$ cat config.mk
export PLATFORM = sky130hd
export DESIGN_NAME = sync_tail_frame_deframer
export DESIGN_NICKNAME = d
export VERILOG_FILES = /design/src/sv/stf_pkg.sv /design/src/sv/stf_in_stage.sv /design/src/sv/stf_deframe_core.sv /design/src/sv/stf_out_skid.sv /design/src/sv/sync_tail_frame_deframer.sv
export VERILOG_INCLUDE_DIRS = /design/src /design/src/sv
export SDC_FILE = /design/constraint.sdc
export NUM_CORES = 1
export LEC_CHECK = 0
export BUFFER_PORTS_ARGS = -buffer_cell sky130_fd_sc_hd__buf_4
export CAP_MARGIN = 10
export CORE_MARGIN = 2
export CORE_UTILIZATION = 40
export DETAILED_ROUTE_END_ITERATION = 16
export GPL_TIMING_DRIVEN = 1
export PLACE_DENSITY = 0.57
export RECOVER_POWER = 25
export SLEW_MARGIN = 20
export SYNTH_ARGS = -nofsm -noshare
export SYNTH_HDL_FRONTEND = slang
export SYNTH_SLANG_ARGS = --single-unit
$ cat constraint.sdc
create_clock -name clk -period 3.55 [get_ports clk]
set_clock_uncertainty 0.15 [all_clocks]
set_input_delay 0.355 -clock clk [delete_from_list [all_inputs] [get_ports clk]]
set_output_delay 0.355 -clock clk [all_outputs]
set_load 0.01 [all_outputs]
$ cat src/sv/assert_macros.svh
// assertion macros shared by the deframer rtl
// no dependencies; compiled away when SYNTH is defined
`ifndef ASSERT_MACROS_SVH
`define ASSERT_MACROS_SVH

`ifndef SYNTH

// consequent must hold in the same cycle as the antecedent
`define ASSERT_IMPLY(name, clk, rst_n, ante, cons) \
    name: assert property (@(posedge clk) disable iff (!rst_n) (ante) |-> (cons)) \
        else $error("implication check failed");

// condition must never be seen outside reset
`define ASSERT_NEVER(name, clk, rst_n, cond) \
    name: assert property (@(posedge clk) disable iff (!rst_n) !(cond)) \
        else $error("forbidden condition seen");

`else

`define ASSERT_IMPLY(name, clk, rst_n, ante, cons)

`define ASSERT_NEVER(name, clk, rst_n, cond)

`endif

`endif

$ cat src/sv/stf_pkg.sv
// types and constants for the header/tail deframer
// used by every module of the block; no dependencies
`timescale 1ns / 1ps

package stf_pkg;

    localparam logic [7:0] HDR_FIRST   = 8'h53;
    localparam logic [7:0] HDR_SECOND  = 8'h59;
    localparam logic [7:0] TAIL_FIRST  = 8'h54;
    localparam logic [7:0] TAIL_SECOND = 8'h43;
    localparam logic [7:0] HDR_SUM     = 8'hAC;

    localparam int LEN_W = 11;

    localparam logic [1:0] ST_OK       = 2'd0;
    localparam logic [1:0] ST_MISMATCH = 2'd1;
    localparam logic [1:0] ST_SHORT    = 2'd2;
    localparam logic [1:0] ST_OVERFLOW = 2'd3;

    localparam logic [1:0] HELD_NONE = 2'd0;
    localparam logic [1:0] HELD_ONE  = 2'd1;
    localparam logic [1:0] HELD_TWO  = 2'd2;

    // byte request from the input register to the core
    typedef struct packed {
        logic       valid;
        logic [7:0] rx_byte;
    } stf_byte_req_t;

    // one result item
    typedef struct packed {
        logic             is_end;
        logic [7:0]       data_byte;
        logic [1:0]       frame_status;
        logic [LEN_W-1:0] payload_length;
    } stf_result_t;

endpackage

$ cat src/sv/stf_in_stage.sv
// input register of the deframer: holds one received byte for the core
// depends on stf_pkg
`timescale 1ns / 1ps

module stf_in_stage
(
    input  logic                  clk,
    input  logic                  rst_n,
    input  logic                  s_tvalid,
    output logic                  s_tready,
    input  logic [7:0]            rx_byte,
    input  logic                  take,
    output stf_pkg::stf_byte_req_t req
);

    logic       in_valid_reg;
    logic       in_valid_next;
    logic [7:0] in_byte_reg;
    logic       load;

    // refill whenever the slot is empty or being consumed
    assign s_tready      = !in_valid_reg || take;
    assign load          = s_tvalid && s_tready;
    assign in_valid_next = load ? 1'b1 : (take ? 1'b0 : in_valid_reg);

    always_ff @(posedge clk or negedge rst_n)
    begin
        if (!rst_n)
        begin
            in_valid_reg <= 1'b0;
        end
        else
        begin
            in_valid_reg <= in_valid_next;
        end
    end

    always_ff @(posedge clk)
    begin
        if (load)
        begin
            in_byte_reg <= rx_byte;
        end
    end

    assign req.valid   = in_valid_reg;
    assign req.rx_byte = in_byte_reg;

endmodule

$ cat src/sv/stf_deframe_core.sv
// deframer core: header hunt, two-byte hold, tail detect, sum check, overflow abort
// depends on stf_pkg and assert_macros.svh
`timescale 1ns / 1ps
`include "assert_macros.svh"

module stf_deframe_core
#(
    parameter int MAX_PAYLOAD = 1024
)
(
    input  logic                  clk,
    input  logic                  rst_n,
    input  logic                  take,
    input  logic [7:0]            rx_byte,
    output logic                  res_valid,
    output stf_pkg::stf_result_t  res
);

    localparam int CNT_W = $clog2(MAX_PAYLOAD + 1);
    localparam logic [CNT_W-1:0] CNT_MAX = CNT_W'(MAX_PAYLOAD);
    localparam logic [CNT_W-1:0] CNT_ONE = CNT_W'(1);

    logic             in_frame_reg,   in_frame_next;
    logic             saw_first_reg,  saw_first_next;
    logic [1:0]       held_count_reg, held_count_next;
    logic [7:0]       held0_reg,      held0_next;
    logic [7:0]       held1_reg,      held1_next;
    logic [7:0]       sum_reg,        sum_next;
    logic [CNT_W-1:0] count_reg,      count_next;

    logic [7:0]                         newest;
    logic                               tail_hit;
    logic [CNT_W+stf_pkg::LEN_W-1:0]    count_wide;
    logic [stf_pkg::LEN_W-1:0]          count_len;

    assign newest     = (held_count_reg == stf_pkg::HELD_TWO) ? held1_reg : held0_reg;
    assign tail_hit   = (held_count_reg != stf_pkg::HELD_NONE)
                        && (rx_byte == stf_pkg::TAIL_SECOND)
                        && (newest == stf_pkg::TAIL_FIRST);
    assign count_wide = {{stf_pkg::LEN_W{1'b0}}, count_reg};
    assign count_len  = count_wide[stf_pkg::LEN_W-1:0];

    always_comb
    begin
        in_frame_next   = in_frame_reg;
        saw_first_next  = saw_first_reg;
        held_count_next = held_count_reg;
        held0_next      = held0_reg;
        held1_next      = held1_reg;
        sum_next        = sum_reg;
        count_next      = count_reg;
        res_valid       = 1'b0;
        res             = '0;
        if (take)
        begin
            if (!in_frame_reg)
            begin
                if (saw_first_reg && rx_byte == stf_pkg::HDR_SECOND)
                begin
                    in_frame_next   = 1'b1;
                    saw_first_next  = 1'b0;
                    held_count_next = stf_pkg::HELD_NONE;
                    sum_next        = stf_pkg::HDR_SUM;
                    count_next      = '0;
                end
                else
                begin
                    saw_first_next = (rx_byte == stf_pkg::HDR_FIRST);
                end
            end
            else if (tail_hit)
            begin
                res_valid           = 1'b1;
                res.is_end          = 1'b1;
                res.payload_length  = count_len;
                // under six frame bytes means nothing was released yet
                if (held_count_reg != stf_pkg::HELD_TWO || count_reg == '0)
                begin
                    res.frame_status = stf_pkg::ST_SHORT;
                end
                else if (sum_reg == held0_reg)
                begin
                    res.frame_status = stf_pkg::ST_OK;
                end
                else
                begin
                    res.frame_status = stf_pkg::ST_MISMATCH;
                end
                in_frame_next   = 1'b0;
                saw_first_next  = 1'b0;
                held_count_next = stf_pkg::HELD_NONE;
            end
            else if (held_count_reg == stf_pkg::HELD_NONE)
            begin
                held0_next      = rx_byte;
                held_count_next = stf_pkg::HELD_ONE;
            end
            else if (held_count_reg == stf_pkg::HELD_ONE)
            begin
                held1_next      = rx_byte;
                held_count_next = stf_pkg::HELD_TWO;
            end
            else if (count_reg >= CNT_MAX)
            begin
                res_valid          = 1'b1;
                res.is_end         = 1'b1;
                res.frame_status   = stf_pkg::ST_OVERFLOW;
                res.payload_length = count_len;
                in_frame_next      = 1'b0;
                saw_first_next     = 1'b0;
                held_count_next    = stf_pkg::HELD_NONE;
            end
            else
            begin
                // release the oldest held byte as payload
                res_valid     = 1'b1;
                res.data_byte = held0_reg;
                held0_next    = held1_reg;
                held1_next    = rx_byte;
                sum_next      = sum_reg + held0_reg;
                count_next    = count_reg + CNT_ONE;
            end
        end
    end

    always_ff @(posedge clk or negedge rst_n)
    begin
        if (!rst_n)
        begin
            in_frame_reg   <= 1'b0;
            saw_first_reg  <= 1'b0;
            held_count_reg <= stf_pkg::HELD_NONE;
            sum_reg        <= stf_pkg::HDR_SUM;
            count_reg      <= '0;
        end
        else
        begin
            in_frame_reg   <= in_frame_next;
            saw_first_reg  <= saw_first_next;
            held_count_reg <= held_count_next;
            sum_reg        <= sum_next;
            count_reg      <= count_next;
        end
    end

    always_ff @(posedge clk)
    begin
        held0_reg <= held0_next;
        held1_reg <= held1_next;
    end

    `ASSERT_IMPLY(a_result_in_frame, clk, rst_n, res_valid, in_frame_reg)
    `ASSERT_NEVER(a_held_count_range, clk, rst_n, held_count_reg == 2'd3)
    `ASSERT_NEVER(a_count_bound, clk, rst_n, count_reg > CNT_MAX)
    `ASSERT_IMPLY(a_hunt_clears_hold, clk, rst_n, !in_frame_reg,
                  held_count_reg == stf_pkg::HELD_NONE)

endmodule

$ cat src/sv/stf_out_skid.sv
// output register plus skid register for result items
// depends on stf_pkg and assert_macros.svh
`timescale 1ns / 1ps
`include "assert_macros.svh"

module stf_out_skid
(
    input  logic                 clk,
    input  logic                 rst_n,
    input  logic                 push,
    input  stf_pkg::stf_result_t push_item,
    output logic                 space,
    output logic                 m_tvalid,
    input  logic                 m_tready,
    output stf_pkg::stf_result_t m_item
);

    logic                 out_valid_reg,  out_valid_next;
    logic                 skid_valid_reg, skid_valid_next;
    stf_pkg::stf_result_t out_item_reg,   out_item_next;
    stf_pkg::stf_result_t skid_item_reg,  skid_item_next;
    logic                 pop;

    assign pop   = out_valid_reg && m_tready;
    assign space = !skid_valid_reg;

    always_comb
    begin
        out_valid_next  = out_valid_reg;
        skid_valid_next = skid_valid_reg;
        out_item_next   = out_item_reg;
        skid_item_next  = skid_item_reg;
        if (!out_valid_reg || pop)
        begin
            if (skid_valid_reg)
            begin
                out_valid_next  = 1'b1;
                out_item_next   = skid_item_reg;
                skid_valid_next = 1'b0;
            end
            else
            begin
                out_valid_next = push;
                out_item_next  = push_item;
            end
        end
        else if (push)
        begin
            skid_valid_next = 1'b1;
            skid_item_next  = push_item;
        end
    end

    always_ff @(posedge clk or negedge rst_n)
    begin
        if (!rst_n)
        begin
            out_valid_reg  <= 1'b0;
            skid_valid_reg <= 1'b0;
        end
        else
        begin
            out_valid_reg  <= out_valid_next;
            skid_valid_reg <= skid_valid_next;
        end
    end

    always_ff @(posedge clk)
    begin
        out_item_reg  <= out_item_next;
        skid_item_reg <= skid_item_next;
    end

    assign m_tvalid = out_valid_reg;
    assign m_item   = out_item_reg;

    `ASSERT_IMPLY(a_skid_behind_out, clk, rst_n, skid_valid_reg, out_valid_reg)
    `ASSERT_IMPLY(a_no_push_when_full, clk, rst_n, push, !skid_valid_reg)
    `ASSERT_IMPLY(a_skid_drains_first, clk, rst_n, skid_valid_reg && pop,
                  out_valid_next && !skid_valid_next)

endmodule

$ cat src/sv/sync_tail_frame_deframer.sv
// top level of the header/tail frame deframer with 8-bit sum check
// depends on stf_pkg, stf_in_stage, stf_deframe_core, stf_out_skid
`timescale 1ns / 1ps
//
// usage
// - slave side: one received byte per request on s_tdata[7:0]; bytes outside a
//   frame are dropped, a frame opens on the pair 0x53 0x59 and closes on 0x54 0x43
// - master side: one result per request; m_tuser is is_end (0 payload byte,
//   1 end of frame); an end result carries frame_status and payload_length
// - the byte right before the tail is the checksum and is never released; the
//   two newest frame bytes are held back until the next byte arrives
// - status: ok, checksum mismatch, too short (under six frame bytes), or overflow
//   when a release would exceed MAX_PAYLOAD bytes (frame dropped, hunt restarts)
// - path: a byte that releases a result shows it on m_tvalid once it has passed
//   the input register, then the result register
// - throughput: one byte per cycle while the skid register is empty; each
//   byte takes one compare/add pass in the core, input to result register
// - stall: a skid register behind the result register lets one more result land;
//   s_tready then drops until the receiver takes a result, nothing is lost
// - reset: input, result and skid slots empty, header hunt, sum preset to 0xac
//
module sync_tail_frame_deframer
#(
    parameter int MAX_PAYLOAD = 1024
)
(
    input  logic        clk,
    input  logic        rst_n,
    input  logic        s_tvalid,
    output logic        s_tready,
    input  logic [7:0]  s_tdata,    // [7:0] rx_byte
    output logic        m_tvalid,
    input  logic        m_tready,
    output logic [23:0] m_tdata,    // [7:0] data_byte, [9:8] frame_status,
                                    // [20:10] payload_length, [23:21] zero
    output logic        m_tuser     // [0] is_end
);

    stf_pkg::stf_byte_req_t req;
    stf_pkg::stf_result_t   core_res;
    stf_pkg::stf_result_t   out_item;
    logic                   core_valid;
    logic                   space;
    logic                   take;

    // the core consumes the held byte only when a result slot is free
    assign take = req.valid && space;

    stf_in_stage u_in_stage
    (
        .clk      (clk),
        .rst_n    (rst_n),
        .s_tvalid (s_tvalid),
        .s_tready (s_tready),
        .rx_byte  (s_tdata),
        .take     (take),
        .req      (req)
    );

    stf_deframe_core
    #(
        .MAX_PAYLOAD (MAX_PAYLOAD)
    )
    u_core
    (
        .clk       (clk),
        .rst_n     (rst_n),
        .take      (take),
        .rx_byte   (req.rx_byte),
        .res_valid (core_valid),
        .res       (core_res)
    );

    stf_out_skid u_out
    (
        .clk       (clk),
        .rst_n     (rst_n),
        .push      (core_valid),
        .push_item (core_res),
        .space     (space),
        .m_tvalid  (m_tvalid),
        .m_tready  (m_tready),
        .m_item    (out_item)
    );

    // pack result fields, lowest field first, padded to whole bytes
    assign m_tdata = {3'b000, out_item.payload_length, out_item.frame_status,
                      out_item.data_byte};
    assign m_tuser = out_item.is_end;

endmodule

After elaboration in Yosys (flattened, before gate mapping)
Index checks and enable logic that the tools add are counted.
- input bits: 12
- output and inout port bits: 27
- word-level logic and storage cells: 127
- register bits: 94
- reductions and logical operators: 24
- add/subtract/negate cells: 2
- $lt $le $gt $ge: 1
- mux-type cells: 59
- equality and inequality tests: 19
- bitwise logic cells: 3
- operators with widths (kind ; count):
    $mux 8 ; 14
    $mux 22 ; 5
    $mux 11 ; 6
    $eq 8x7->1 const B ; 4
    $mux 13 ; 2
    $mux 1 ; 25
    $mux 2 ; 7
    $add 11x1->11 const B ; 1
    $ge 11x11->1 const B ; 1
    $logic_not 11->1 ; 1
    $ne 2x2->1 const B ; 5
    $reduce_and 5->1 ; 2
    $ne 3x3->1 const B ; 3
    $add 8x8->8 ; 1
    $eq 8x8->1 ; 1
    $reduce_bool 2->1 ; 4
    $logic_and 1x1->1 ; 6
    $ne 2x1->1 const B ; 3
    $reduce_and 6->1 ; 1
    $ne 5x5->1 const B ; 1
    $reduce_and 4->1 ; 1
    $logic_not 1->1 ; 3
    $logic_or 1x1->1 ; 3
    $not 1->1 ; 3
    other kinds (5) ; 5

Logic depth before layout (Yosys ltp)
- depth in word-level cells: 9
- mapped depth: 8
- gate-level depth less buffers: 8

Cells and area by module
Synthesis repeated with hierarchy kept, for this count alone.
- cells, all modules: 323
- area, all modules: 4436.8 µm²
- by module, submodules not included (module ; instances ; area an instance (µm²) ; cells an instance):
    stf_deframe_core ; 1 ; 2336.0 ; 227
    stf_out_skid ; 1 ; 1766.7 ; 78
    stf_in_stage ; 1 ; 301.5 ; 13
    sync_tail_frame_deframer ; 1 ; 32.5 ; 5

Worst setup path after synthesis
OpenSTA, ideal clock, no wires.
- kind: reg-to-reg
- start: reg u_core.held1_reg[0]
- end: reg u_out.skid_item_reg[0] in the netlist's numbering, enable pin
- clock period less this slack: 3.674 ns
- path buffers: 0
- cell stages (with the launch flop): 6
- arrival time: 3.095 ns
- slack: -0.124 ns
- path through: edfxtp_1 > or4b_1 > or3_1 > a21oi_1 > nor2_1 > nor3_1
- cells in the longest elaborated chain, start to end: 7
- RTL lines (item ; RTL line ; source):
    start, declared ; stf_deframe_core.sv:27 ; logic [7:0] held1_reg, held1_next;
    start signal, assigned ; stf_deframe_core.sv:149 ; held1_reg <= held1_next;
    $mux 8 ; stf_deframe_core.sv:36 ; assign newest = (held_count_reg == stf_pkg::HELD_TWO) ? held1_reg : held0_reg;
    $eq 8x7->1 ; stf_deframe_core.sv:39 ; && (newest == stf_pkg::TAIL_FIRST);
    $logic_and 1x1->1 ; stf_deframe_core.sv:39 ;
    $mux 1 ; stf_deframe_core.sv:71 ; else if (tail_hit)
    $mux 1 ; stf_deframe_core.sv:56 ; if (!in_frame_reg)
    $mux 1 ; stf_deframe_core.sv:54 ; if (take)
    $reduce_and 2->1 (no line) ; -- ;
    end signal, assigned ; stf_out_skid.sv:71 ; skid_item_reg <= skid_item_next;
    end, declared ; stf_out_skid.sv:21 ; stf_pkg::stf_result_t skid_item_reg, skid_item_next;
Every way passes these cells.
A chain may end at the register's enable or synchronous reset.

==> results.sh <==
export IMPL_synthCells=322
export IMPL_path_delay_family="compound AO/OA/AOI/OAI gates"
export IMPL_ir_worst_vdd_mv=0.188
export IMPL_failed_checks="capacitance limit, slew limit"
export IMPL_synth_top_area_share_pct=48.4
export IMPL_crit_buf_inv=0
export IMPL_placed_area_sq_mm=0.00460
export IMPL_min_from="s_tdata[6]"
export IMPL_hold_depth=1
export IMPL_synthFlopType="edfxtp_1"
export IMPL_final_setup_viol_count=0
export IMPL_drc=0
export IMPL_power_w=0.00182
export IMPL_grt_ovfl_total=0
export IMPL_wl_microns=7910
export IMPL_pin_count=39
export IMPL_antenna_found_initial=0
export IMPL_root_buffer="clkbuf_8"
export IMPL_die_x_microns=107
export IMPL_yosys_warnings=0
export IMPL_period_share_pct=78.5
export IMPL_dp_hpwl_microns=5350
export IMPL_dp_cells=483
export IMPL_async_flop_share_pct=27.7
export IMPL_synthDistinctLibCells=52
export IMPL_seq_area_frac_synth_pct=63.9
export IMPL_cp_start_kind="register"
export IMPL_power_density_mw_per_mm2=382
export IMPL_row_count=37
export IMPL_die_height_microns=107
export IMPL_fin_area_sq_mm=0.00475
export IMPL_ctsLongestPathBuffers=2
export IMPL_core_sq_mm=0.0103
export IMPL_synth_edff_count=68
export IMPL_finalSetupTns_ns=0
export IMPL_cts_sinks=94
export IMPL_rsz0062_at_grt="no"
export IMPL_cp_common_cell="a21o_1"
export IMPL_clk_pin_slew_ns=0.08
export IMPL_cts_buffers=9
export IMPL_worst_pin_slew_ns=1.56
export IMPL_max_cap_viol_count=1
export IMPL_drive_gt1_share_pct=15.3
export IMPL_htreeDepth=3
export IMPL_reg2reg_from="u_core.held1_reg[0]"
export IMPL_crit_slowest_cell="or4b_1"
export IMPL_ant_nets=0
export IMPL_synthesis_area_sq_mm=0.00422
export IMPL_post_synth_top_area_cell="edfxtp_1"
export IMPL_cts_tree="done"
export IMPL_diodes=0
export IMPL_period_needed_ns=2.79
export IMPL_dieArea_sq_mm=0.0114
export IMPL_via_per_inst=5.26
export IMPL_drv_slew=27
export IMPL_crit_fanout=14
export IMPL_fin_nets=384
export IMPL_syn2layout_area_growth_pct=12.6
export IMPL_whs_endpoint="u_in_stage.in_byte_reg[6]"
export IMPL_crit_required_ns=3.62
export IMPL_post_cts_repair_setup_buffers=0
export IMPL_critPathKind="register to register"
export IMPL_max_freq_ghz=0.359
export IMPL_drtPass1Iterations=4
export IMPL_status="complete, but fails checks"
export IMPL_synthTopCellsByArea="edfxtp_1 (48%), dfrtp_1 (13%), a21o_1 (4.1%)"
export IMPL_drt_iter0_markers=119
export IMPL_hold_viol_final=0
export IMPL_slew_headroom_pct=-3.80
export IMPL_hold_class="primary input to register"
export IMPL_end_kind="register"
export IMPL_crit_arrival_ns=2.86
export IMPL_gp_congestion=0.798
export IMPL_r2r_setup_slack_ns=0.76
export IMPL_wl_per_cell_microns=15.7
export IMPL_grt_pass1_vias=2680
export IMPL_syn_area_per_cell_sq_um=13.1
export IMPL_synth_seq_cells=94
export IMPL_cpPeakStageDelay_ns=0.51
export IMPL_grt_usage_pct=15.1
export IMPL_grt_max_degree=27
export IMPL_initial_core_util_pct=41.1
export IMPL_path_cells="or4b_1 > or3_1 > a21o_1 > a21oi_2 > a21boi_0 > a21o_1"
export IMPL_r2r_end="u_out.m_item[12]"
export IMPL_stdcell_count=503
export IMPL_grt_pass1_wl_microns=13300
export IMPL_worstRegToRegCells=6
export IMPL_numPortBuffers=35
export IMPL_via_count=2644
export IMPL_p_leak_nw=2.00
export IMPL_clk_latency_ns=0.35
export IMPL_whs_ns=0.0463
-- area by class of cell --
| cell class | count | area [sq um] |
|---|---|---|
| inverters | 7 | 26.3 |
| well taps | 136 | 170 |
| repair buffers | 42 | 280 |
| clock buffers | 14 | 143 |
| flip-flops and latches | 94 | 2700 |
| fillers | 930 | 5530 |
| multi-input cells | 208 | 1420 |
| clock inverters | 2 | 12.5 |
-- cells in the mapped netlist, types with 5 or more instances --
master	n
a21o_1	23
a21oi_1	6
a31oi_1	6
and2_1	20
buf_4	5
clkbuf_1	6
dfrtp_1	22
edfxtp_1	68
ha_1	9
inv_1	7
mux2_2	8
nand2_1	19
nand3_1	20
nor2_1	13
nor3_1	8
o211ai_1	7
or4_1	5
-- cell usage in the layout, fill, tap and decap left out, types with 5 or more instances in the layout --
| master | n |
|---|---|
| inv_1 | 7 |
| nor2_1 | 13 |
| edfxtp_1 | 68 |
| clkbuf_8 | 9 |
| clkbuf_1 | 17 |
| and2_1 | 20 |
| or4_1 | 5 |
| nand3_1 | 20 |
| ha_1 | 9 |
| a21oi_1 | 6 |
| o211ai_1 | 7 |
| a31oi_1 | 6 |
| clkbuf_4 | 8 |
| nor3_1 | 6 |
| dfrtp_1 | 22 |
| nand2_1 | 19 |
| a21o_1 | 23 |
| buf_4 | 18 |
| mux2_2 | 8 |
-- metal layers --
layer	part of all wire, %	vias to the layer above	global-route usage (%)
li1	-	1291	-
met1	46	1287	20.1
met2	48	58	24.3
met3	4.4	8	2.43
met4	1.2	0	7.24
met5	0	-	0
-- repair_timing --
action	CTS	global route
endpoints found under the hold margin	25	0
endpoints found under the setup margin	0	0
hold buffers	4	0
resized for setup	0	0
-- how the worst max path moves through the flow --
| stage | slack (ns) | from | end | cells past startpoint |
|---|---|---|---|---|
| after CTS | 0.75 | u_core.held1_reg[0] | u_out.m_item[12] | 6 |
| after global placement | 0.85 | u_core.held1_reg[0] | u_out.m_item[12] | 6 |
| after global routing | 0.50 | u_core.held_count_reg[1] | u_core.count_len[9] | 6 |
| final | 0.76 | u_core.held1_reg[0] | u_out.m_item[12] | 6 |
| after floorplan | 0.54 | u_core.held1_reg[0] | u_out.skid_item_reg[0] | 5 |
| after detailed placement | 0.78 | u_core.held1_reg[0] | u_out.m_item[12] | 6 |
-- report_power, final --
group	total, W	leakage, nW	internal, W	switching, W
logic	0.0000302	0.865	0.0000153	0.0000148
registers	0.00118	1.06	0.00118	0.00000550
clock network	0.000605	0.0747	0.000256	0.000349
total	0.00182	2.00	0.00145	0.000369
-- worst register-to-register path: stages, from the launching register on --
cell and delay (ns):
edfxtp_1 0.39, or4b_1 0.51, or3_1 0.37, a21o_1 0.22
a21oi_2 0.46, a21boi_0 0.42, a21o_1 0.13
-- cells by family (layout without fill, tap and decap cells) --
family | Yosys count | after routing | share of synthesized area (%)
AO/OA/AOI/OAI | 64 | 64 | 11.0
XOR/XNOR | 6 | 6 | 1.25
adder cells (fa/ha/maj) | 10 | 10 | 3.14
buffers and inverters | 22 | 65 | 2.79
flip-flops | 94 | 94 | 63.9
multiplexers | 8 | 8 | 2.13
other | 1 | 3 | 0.0889
AND/OR/NAND/NOR | 117 | 117 | 15.7
-- metrics by stage --
step / setup slack (ns) / util, %
2_1_floorplan: 0.540 / -
3_3_place_gp: 0.846 / 44.7
3_5_place_dp: 0.776 / 44.7
4_1_cts: 0.751 / 46.6
5_1_grt: 0.497 / 46.2
6_report: 0.763 / 46.2
(Power assumes the default switching activity.)
